[src/hdl/soa_ram.sv]
// Generic single-write, single-read synchronous RAM with registered read data.
// No dependencies.
`timescale 1ns / 1ps

module soa_ram #(
  parameter int WIDTH = 8,
  parameter int DEPTH = 16
) (
  input  logic                     clk,
  input  logic                     we,
  input  logic [$clog2(DEPTH)-1:0] waddr,
  input  logic [WIDTH-1:0]         wdata,
  input  logic [$clog2(DEPTH)-1:0] raddr,
  output logic [WIDTH-1:0]         rdata
);

  logic [WIDTH-1:0] mem [DEPTH];

  always_ff @(posedge clk) begin
    if (we) begin
      mem[waddr] <= wdata;
    end
    rdata <= mem[raddr];
  end

endmodule

[config.mk]
export PLATFORM = sky130hd
export DESIGN_NAME = soa_ram
export DESIGN_NICKNAME = d
export VERILOG_FILES = /design/src/hdl/soa_ram.sv
export SDC_FILE = /design/constraint.sdc
export NUM_CORES = 1
export LEC_CHECK = 0
export ABC_AREA = 1
export BUFFER_PORTS_ARGS = -buffer_cell sky130_fd_sc_hd__buf_4
export CORE_MARGIN = 2
export CORE_UTILIZATION = 30
export CTS_CLUSTER_SIZE = 8
export DETAILED_ROUTE_END_ITERATION = 10
export HOLD_SLACK_MARGIN = 0.05
export PLACE_DENSITY = 0.56
export SYNTH_ARGS = -nofsm -noshare
export SYNTH_HDL_FRONTEND = slang
export SYNTH_SLANG_ARGS = --single-unit
[constraint.sdc]
create_clock -name clk -period 1.3 [get_ports clk]
set_input_delay 0.26 -clock clk [delete_from_list [all_inputs] [get_ports clk]]
set_output_delay 0.26 -clock clk [all_outputs]
set_load 0.02 [all_outputs]
==> out/metrics.yaml <==
outcome:
  status: "finished clean"
worst_setup_path:
  reg2reg_depth: 6
  endpoint_kind: "output pin"
  cp-startpoint: "rdata[5]$_DFF_P_"
  crit_end: "rdata[5]"
  cp_cell_sequence: "buf_4"
  slowest_stage: "dfxtp_1"
  crit_cells: 1
  cp_top_family: "flip-flops"
  r2r-end: "rdata[1]$_DFF_P_"
  critical_path_buf_inv_count: 1
  crit_fanout: 1
  critPathLaunchType: "flip-flop"
  cp_data_required_time_ps: 1040
  rrSetupSlack_ps: 330
  reg2reg_from: "mem[9][1]$_DFFE_PP_"
  path_class: "flip-flop to output pin"
  max_stage_delay_ps: 370
  critPathArrivalTime_ps: 940
pwr:
  power_w: 0.00983
  ir_drop_mv: 1.18
  p_leak_nw: 2.94
  p_per_area_nw_per_um2: 1440
yosys:
  synth-compound-area-share_pct: 0
  ys_seq_area_share_pct: 69.4
  synth_area_leaders: "edfxtp_1, nand2_1, nand3_1"
  synth_xor_area_share_pct: 0
  synthCells: 551
  synth_top_area_share_pct: 66.7
  netlist_area_um2: 5770
  yosys.area_share.adder_pct: 0
  synth_area_per_cell_um2: 10.5
  synth_top_cell_by_area: "edfxtp_1"
  muxShareOfSynthArea_pct: 0
  synth_top_family_by_area: "simple AND/OR/NAND/NOR gates"
  ys.warnings.count: 0
  synth_cell_types: 12
  synth-simple-area-share_pct: 21.0
  synth_seq_cells: 136
  synth_nets: 569
sta:
  max_slew_margin_pct: 77.5
  setup_viol: 0
  rsz0062_at_grt: "no"
  fin_tns_setup_ps: 0
  finClkSkew_ps: 9.41
  min_period_ps: 1200
  fin_crit_sh_pct: 92.5
  worstMarginPinSlew_ps: 337
  hold_viol_final: 0
  max_freq_mhz: 832
  finalMaxSlewViolations: 0
detailed_routing:
  num_vias: 3706
  wire_per_inst_um: 14.9
  dr.pass1.iters: 5
  avgViaCountPerCell: 4.40
  first_iter_violations: 298
  drc_errors: 0
  finalWirelength_um: 12500
  postRouteAntennaNets: 0
floorplanning:
  die_area_um2: 20300
  initial_utilization_pct: 30.7
  fp.dieW_um: 143
  io_pins: 26
  core_um2: 18800
  num_rows: 50
  die_y_um: 143
clock_network:
  holdBufCountCts: 0
  h-tree-depth: 4
  cts_tree: "done"
  clkLatencyLatePin_ps: 410
  cts_root_buf: "clkbuf_16"
  cts_sinks: 136
  cts_buffer_depth: 2
  cts_setup_buffers: 0
  numCtsBuffers: 17
  clkTransAtPathRegs_ps: 60
  cts_resized: 0
placed_design:
  dp_hpwl_um: 8090
  gp_congestion: 0.789
  portBuffers: 25
layout:
  drive_gt1_share_pct: 12.3
  nets: 613
  final_cell_mix: "nand2_1, edfxtp_1, inv_1, nand3_1, buf_4"
  antenna_cells: 0
  final_common_cell: "nand2_1"
  synthToLayoutAreaGrowth_pct: 18.7
grt:
  grt_pass1_wl_um: 20400
  overflow: 0
  grt_max_degree: 65
  grt_pass1_vias: 3758
  antenna_found_initial: 0
  track_usage_pct: 13.5
min_path:
  min_path_type: "primary input to flip-flop"
job:
  drv_cap: 0
worst min-delay path by stage:
stage / from / to / slack [ps] / cells past startpoint
global placement: wdata[4] / mem[13][4]$_DFFE_PP_ / 580 / 1
finish: wdata[0] / mem[13][0]$_DFFE_PP_ / 170 / 1
detailed placement: wdata[0] / mem[8][0]$_DFFE_PP_ / 590 / 1
global route: wdata[4] / mem[14][4]$_DFFE_PP_ / 170 / 1
CTS: wdata[0] / mem[8][0]$_DFFE_PP_ / 150 / 1
floorplan: wdata[0] / mem[0][0]$_DFFE_PP_ / 360 / 0
worst reg2reg max path: cells and delay by family, from the launching register on:
| kind | cells | cell delay, ps |
|---|---|---|
| DFF | 1 | 360 |
| buffers and inverters | 1 | 60 |
| and+or+nand+nor | 5 | 440 |
cells by family (layout without fill, tap and decap cells):
family                 after synthesis  after routing
buffers and inverters              126            183
DFF                                136            136
and+or+nand+nor                    289            289
power breakdown:
group	switching, W	internal (W)
logic	0.000432	0.000229
clock network	0.00167	0.00257
registers	0.0000319	0.00490
synthesized netlist by cell type (all sizes together):
| master | number |
|---|---|
| edfxtp | 128 |
| dfxtp | 8 |
| inv | 102 |
| nand3 | 97 |
| nand3b | 2 |
| nor2 | 17 |
| nand2 | 173 |
| buf | 24 |
area by class of cell:
cell class              count  area [um^2]
fillers                  1825        11900
clock buffers              19          433
multi-input cells         289         1210
well taps                 234          293
repair buffers             49          430
inverters                 102          383
flip-flops and latches    136         4000
clock inverters            13         87.6
through the flow:
stage               hold slack [ps]  setup WS (ps)  instances  util [%]  cell area [um^2]
finish                          166           97.9        842      36.5              6840
global route                    169           55.2        842      36.5              6840
CTS                             152           82.1        842      36.5              6840
detailed placement              589           6.27        810      33.7              6320
global placement                579           3.39        810      33.7              6320
floorplan                       359           89.2        551         -              5770
sequential cells by signal, summed over array words and instances (netlist names):
name,cells
rdata,8
mem,128
routing by layer:
| layer | up-vias | GRT usage (%) | wire (um) |
|---|---|---|---|
| met5 | - | 0 | 0 |
| met3 | 13 | 3.09 | 452 |
| met2 | 65 | 22.1 | 6190 |
| li1 | 1860 | - | - |
| met1 | 1768 | 17.0 | 5680 |
| met4 | 0 | 6.51 | 229 |
Note: power is estimated with default switching activity, not from simulation.
