`config.mk`:
```
export PLATFORM = sky130hd
export DESIGN_NAME = soa_bit_scan
export DESIGN_NICKNAME = d
export VERILOG_FILES = /design/src/hdl/soa_pkg.sv /design/src/hdl/soa_bit_scan.sv
export SDC_FILE = /design/constraint.sdc
export NUM_CORES = 1
export LEC_CHECK = 0
export ABC_CLOCK_PERIOD_IN_PS = 2200
export BUFFER_PORTS_ARGS = -buffer_cell sky130_fd_sc_hd__buf_2
export CAP_MARGIN = 20
export CORE_AREA = 4 4 41 43
export DETAILED_ROUTE_END_ITERATION = 8
export DIE_AREA = 0 0 45 47
export PLACE_DENSITY = 0.79
export SYNTH_ARGS = -nofsm -noshare
export SYNTH_HDL_FRONTEND = slang
export SYNTH_SLANG_ARGS = --single-unit
```
`constraint.sdc`:
```
create_clock -name vclk -period 2.2
set_input_delay 0 -clock vclk [all_inputs]
set_output_delay 0 -clock vclk [all_outputs]
set_load 0.01 [all_outputs]
```
`src/hdl/soa_pkg.sv`:
```
// Shared constants, size-class tables and types of the slab object allocator.
// Used by every module of the allocator but soa_ram; depends on nothing.
`timescale 1ns / 1ps

package soa_pkg;

  localparam int DEF_NUM_PAGES    = 64;
  localparam int DEF_HEADER_BYTES = 64;
  localparam int DEF_MAX_OBJECTS  = 256;

  localparam int PAGE_BYTES  = 4096;
  localparam int PAGE_SHIFT  = 12;
  localparam int ADDR_W      = 48;
  localparam int FRAME_W     = 36;
  localparam int SIZE_W      = 16;
  localparam int MAX_SIZE    = 1024;
  localparam int NUM_CLASSES = 7;
  localparam int CLASS_W     = 3;
  localparam int CHUNK_W     = 32;
  localparam int CHUNK_IW    = 5;

  localparam int CLASS_SIZE  [NUM_CLASSES] = '{16, 32, 64, 128, 256, 512, 1024};
  localparam int CLASS_ALIGN [NUM_CLASSES] = '{4, 4, 4, 4, 8, 8, 8};
  localparam int CLASS_SHIFT [NUM_CLASSES] = '{4, 5, 6, 7, 8, 9, 10};

  localparam logic OP_ALLOC = 1'b0;
  localparam logic OP_FREE  = 1'b1;

  localparam logic [1:0] ST_OK        = 2'd0;
  localparam logic [1:0] ST_BAD_SIZE  = 2'd1;
  localparam logic [1:0] ST_EXHAUSTED = 2'd2;
  localparam logic [1:0] ST_BAD_FREE  = 2'd3;

  typedef struct packed {
    logic                hit;
    logic [CHUNK_IW-1:0] idx;
  } soa_scan_t;

endpackage

```
`src/hdl/soa_bit_scan.sv`:
```
// Lowest-set-bit finder over one 32-bit chunk of free-slot flags.
// Depends on soa_pkg.
`timescale 1ns / 1ps

module soa_bit_scan (
  input  logic [soa_pkg::CHUNK_W-1:0] avail,
  output soa_pkg::soa_scan_t          result
);
  import soa_pkg::*;

  logic [CHUNK_W-1:0] lowest;

  always_comb begin
    lowest = avail & (~avail + CHUNK_W'(1));
    result.hit = |avail;
    for (int b = 0; b < CHUNK_IW; b++) begin
      result.idx[b] = 1'b0;
      for (int j = 0; j < CHUNK_W; j++) begin
        if (((j >> b) & 1) == 1) begin
          result.idx[b] = result.idx[b] | lowest[j];
        end
      end
    end
  end

endmodule

```
==> report_table.html <==
<table>
<tr><th>Metric</th><th>Value</th></tr>
<tr><th colspan="2">Timing</th></tr>
<tr><td>Setup repair after global routing missed its margin</td><td>no</td></tr>
<tr><td>Post-route minimum period</td><td>1.38 ns</td></tr>
<tr><td>Number of setup violations in the final report</td><td>0</td></tr>
<tr><td>Achievable frequency</td><td>723 MHz</td></tr>
<tr><td>Worst rel slew slack</td><td>70.2%</td></tr>
<tr><td>Number of endpoints with negative hold slack in the final report</td><td>0</td></tr>
<tr><td>Least-Margin Pin Slew</td><td>0.443 ns</td></tr>
<tr><td>Final TNS setup</td><td>0 ns</td></tr>
<tr><td>Max-slew violations</td><td>0</td></tr>
<tr><td>Final-layout worst hold slack</td><td>0.345 ns</td></tr>
<tr><td>Ratio of final minimum period to clock period</td><td>62.9%</td></tr>
<tr><th colspan="2">Synthesis</th></tr>
<tr><td>Unique masters post-synth</td><td>29</td></tr>
<tr><td>Syn Nets</td><td>about 130</td></tr>
<tr><td>Yosys warns</td><td>0</td></tr>
<tr><td>Cell count after synthesis</td><td>93</td></tr>
<tr><td>Largest cells by area after synthesis</td><td>sky130_fd_sc_hd__nor2_1, sky130_fd_sc_hd__inv_1, sky130_fd_sc_hd__a21oi_1</td></tr>
<tr><td>Post-synth design cell area</td><td>537 µm²</td></tr>
<tr><td>Area leader, netlist</td><td>sky130_fd_sc_hd__nor2_1</td></tr>
<tr><td>Avg Synthesized Cell Area</td><td>5.77 µm²</td></tr>
<tr><td>Area share of the largest cell type after synthesis</td><td>~11%</td></tr>
<tr><td>Register area share after synthesis</td><td>0%</td></tr>
<tr><th colspan="2">GRT</th></tr>
<tr><td>Number of global-route vias before repair</td><td>732</td></tr>
<tr><td>Overall overflow remaining after global route</td><td>0</td></tr>
<tr><td>Maximum number of pins on one net before global-route repair</td><td>6</td></tr>
<tr><td>Wire length of the first global-routing pass</td><td>2860 µm</td></tr>
<tr><td>Antenna violations before repair</td><td>0</td></tr>
<tr><td>Total routing resource utilization after global routing</td><td>17.4%</td></tr>
<tr><th colspan="2">Hold path</th></tr>
<tr><td>Cell depth of the worst hold path</td><td>4</td></tr>
<tr><td>Hold WC Path Type</td><td>in2out</td></tr>
<tr><th colspan="2">Route</th></tr>
<tr><td>Total detailed-routing wirelength</td><td>between 1500 and 2000 µm</td></tr>
<tr><td>Drt via density</td><td>between 5 and 6</td></tr>
<tr><td>Detailed Route Iter0 Violations</td><td>14</td></tr>
<tr><td>Wire per inst</td><td>12.7 µm</td></tr>
<tr><td>Via count</td><td>837</td></tr>
<tr><td>First-pass iteration count of the detailed router</td><td>4</td></tr>
<tr><td>Detailed-route DRC error count</td><td>0</td></tr>
<tr><td>Routed Antenna Nets</td><td>0</td></tr>
<tr><th colspan="2">Setup path</th></tr>
<tr><td>Critical path startpoint category</td><td>input port</td></tr>
<tr><td>Arrival @ worst endpoint</td><td>roughly 1.4 ns</td></tr>
<tr><td>Peak fanout along the critical path</td><td>5</td></tr>
<tr><td>Critical path start-end classification</td><td>in2out</td></tr>
<tr><td>Type of element capturing the critical path</td><td>output pin</td></tr>
<tr><td>Endpoint required time on the critical path</td><td>between 2 and 2.5 ns</td></tr>
<tr><th colspan="2">Floorplan</th></tr>
<tr><td>Row count</td><td>13</td></tr>
<tr><td>Die outline area</td><td>roughly 0.0021 mm²</td></tr>
<tr><td>IO Pins</td><td>38</td></tr>
<tr><td>Initial standard-cell utilization of the core</td><td>around two fifths</td></tr>
<tr><td>Core box area</td><td>0.00130 mm²</td></tr>
<tr><td>Die width</td><td>about 45 µm</td></tr>
<tr><td>Die Y</td><td>47 µm</td></tr>
<tr><th colspan="2">Pwr</th></tr>
<tr><td>Cell Pwr Density</td><td>around 130 mW/mm²</td></tr>
<tr><td>Peak VDD IR</td><td>0.0603 mV</td></tr>
<tr><td>Post-layout total power</td><td>98.4 µW</td></tr>
<tr><td>Standby leakage power</td><td>roughly 0.35 nW</td></tr>
<tr><th colspan="2">Job</th></tr>
<tr><td>Number of violations of the max-capacitance limit</td><td>0</td></tr>
<tr><th colspan="2">Layout</th></tr>
<tr><td>Area growth syn-to-layout</td><td>38.9%</td></tr>
<tr><td>Number of sequential storage elements</td><td>0</td></tr>
<tr><td>Number of clock buffer instances in the layout</td><td>0</td></tr>
<tr><td>Design area</td><td>746 µm²</td></tr>
<tr><td>Post-layout net count</td><td>165</td></tr>
<tr><td>Share of the core filled with cells in the final layout</td><td>57.3%</td></tr>
<tr><td>Layout cell share with drive strength beyond 1</td><td>about 32%</td></tr>
<tr><td>Count of inserted antenna diode cells</td><td>0</td></tr>
<tr><td>Layout filler cell count</td><td>141</td></tr>
<tr><td>Area of all sequential standard cells</td><td>0 µm²</td></tr>
<tr><th colspan="2">Placement</th></tr>
<tr><td>DPL Wire Length</td><td>1670 µm</td></tr>
<tr><td>Number of input and output port buffers inserted</td><td>38</td></tr>
<tr><td>Placer congestion estimate</td><td>~0.85</td></tr>
<tr><td>Instance area at placement</td><td>around 750 µm²</td></tr>
<tr><th colspan="2">Clock tree</th></tr>
<tr><td># hold bufs at CTS</td><td>0</td></tr>
<tr><td>Setup fix buffers added after clock tree synthesis</td><td>0</td></tr>
<tr><td>Number of cells upsized or downsized after cts</td><td>0</td></tr>
<tr><th colspan="2">Status</th></tr>
<tr><td>Result of the run</td><td>finished clean</td></tr>
</table>
==> per-layer routing <==
metal	GRT usage (%)	share of wire [%]
met2	34.7	51
met5	0	0
met4	0	0
met3	0.766	7.6
met1	21.6	41
==> power breakdown <==
| group | total (mW) | internal (mW) | switching (mW) |
|---|---|---|---|
| sequential | 0 | 0 | 0 |
| combinational | 0.0984 | 0.0432 | 0.0553 |
| clock | 0 | 0 | 0 |
| total | 0.0984 | 0.0432 | 0.0553 |
==> synthesized netlist by cell type (2+ instances only) <==
cell and count:
sky130_fd_sc_hd__o211ai_1 5, sky130_fd_sc_hd__nor2b_1 4, sky130_fd_sc_hd__o21ai_1 2, sky130_fd_sc_hd__o21bai_1 2, sky130_fd_sc_hd__nor4_1 4, sky130_fd_sc_hd__nor2_1 16
sky130_fd_sc_hd__o31ai_1 4, sky130_fd_sc_hd__inv_1 11, sky130_fd_sc_hd__a21oi_1 8, sky130_fd_sc_hd__nand2_1 6, sky130_fd_sc_hd__a211oi_1 2, sky130_fd_sc_hd__nand3_1 3
sky130_fd_sc_hd__nor3_1 8, sky130_fd_sc_hd__o21ai_0 3
==> metrics by stage <==
step           setup WS [ns]  std cells
2_1_floorplan           1.16         93
3_3_place_gp           0.833        146
3_5_place_dp           0.822        146
4_1_cts                0.815        146
5_1_grt                0.683        146
6_report               0.817        146
==> cell families (layout without fill, tap and decap cells) <==
kind of cell | count (synthesis) | count (layout) | share of synthesized area [%]
buffers and inverters | 11 | 49 | 7.69
and+or+nand+nor | 50 | 50 | 52.7
AOI/OAI and AO/OA | 32 | 32 | 39.6
==> final timing paths <==
| path | start | endpoint | slack (ns) |
|---|---|---|---|
| max | avail[3] | result[3] | 0.82 |
| min | avail[31] | result[5] | 0.34 |
==> worst max-delay path: stages <==
cell and delay [ns]:
sky130_fd_sc_hd__buf_2 0.12, sky130_fd_sc_hd__nor4_4 0.37, sky130_fd_sc_hd__nand4b_4 0.18, sky130_fd_sc_hd__nor2_2 0.26, sky130_fd_sc_hd__nand2_1 0.12, sky130_fd_sc_hd__o211ai_1 0.17, sky130_fd_sc_hd__buf_2 0.16
==> cells in the final DEF, fill, tap and decap left out, types with 2 or more instances in the layout <==
| cell type | netlist | routed |
|---|---|---|
| sky130_fd_sc_hd__nor4_1 | 4 | 4 |
| sky130_fd_sc_hd__o21ai_0 | 3 | 3 |
| sky130_fd_sc_hd__buf_2 | 0 | 38 |
| sky130_fd_sc_hd__nor2_1 | 16 | 16 |
| sky130_fd_sc_hd__o31ai_1 | 4 | 4 |
| sky130_fd_sc_hd__a21oi_1 | 8 | 8 |
| sky130_fd_sc_hd__a211oi_1 | 2 | 2 |
| sky130_fd_sc_hd__nand3_1 | 3 | 3 |
| sky130_fd_sc_hd__o21bai_1 | 2 | 2 |
| sky130_fd_sc_hd__o211ai_1 | 5 | 5 |
| sky130_fd_sc_hd__o21ai_1 | 2 | 2 |
| sky130_fd_sc_hd__nand2_1 | 6 | 6 |
| sky130_fd_sc_hd__nor2b_1 | 4 | 4 |
| sky130_fd_sc_hd__inv_1 | 11 | 11 |
| sky130_fd_sc_hd__nor3_1 | 8 | 8 |
==> layout make-up <==
class / count / area, µm² / area share [%]
Multi-Input combinational cell: 82 / 495 / 66.4
Timing Repair Buffer: 38 / 190 / 25.5
Inverter: 11 / 41.3 / 5.54
Tap cell: 15 / 18.8 / 2.52
Power figures use the tool's default switching activity.
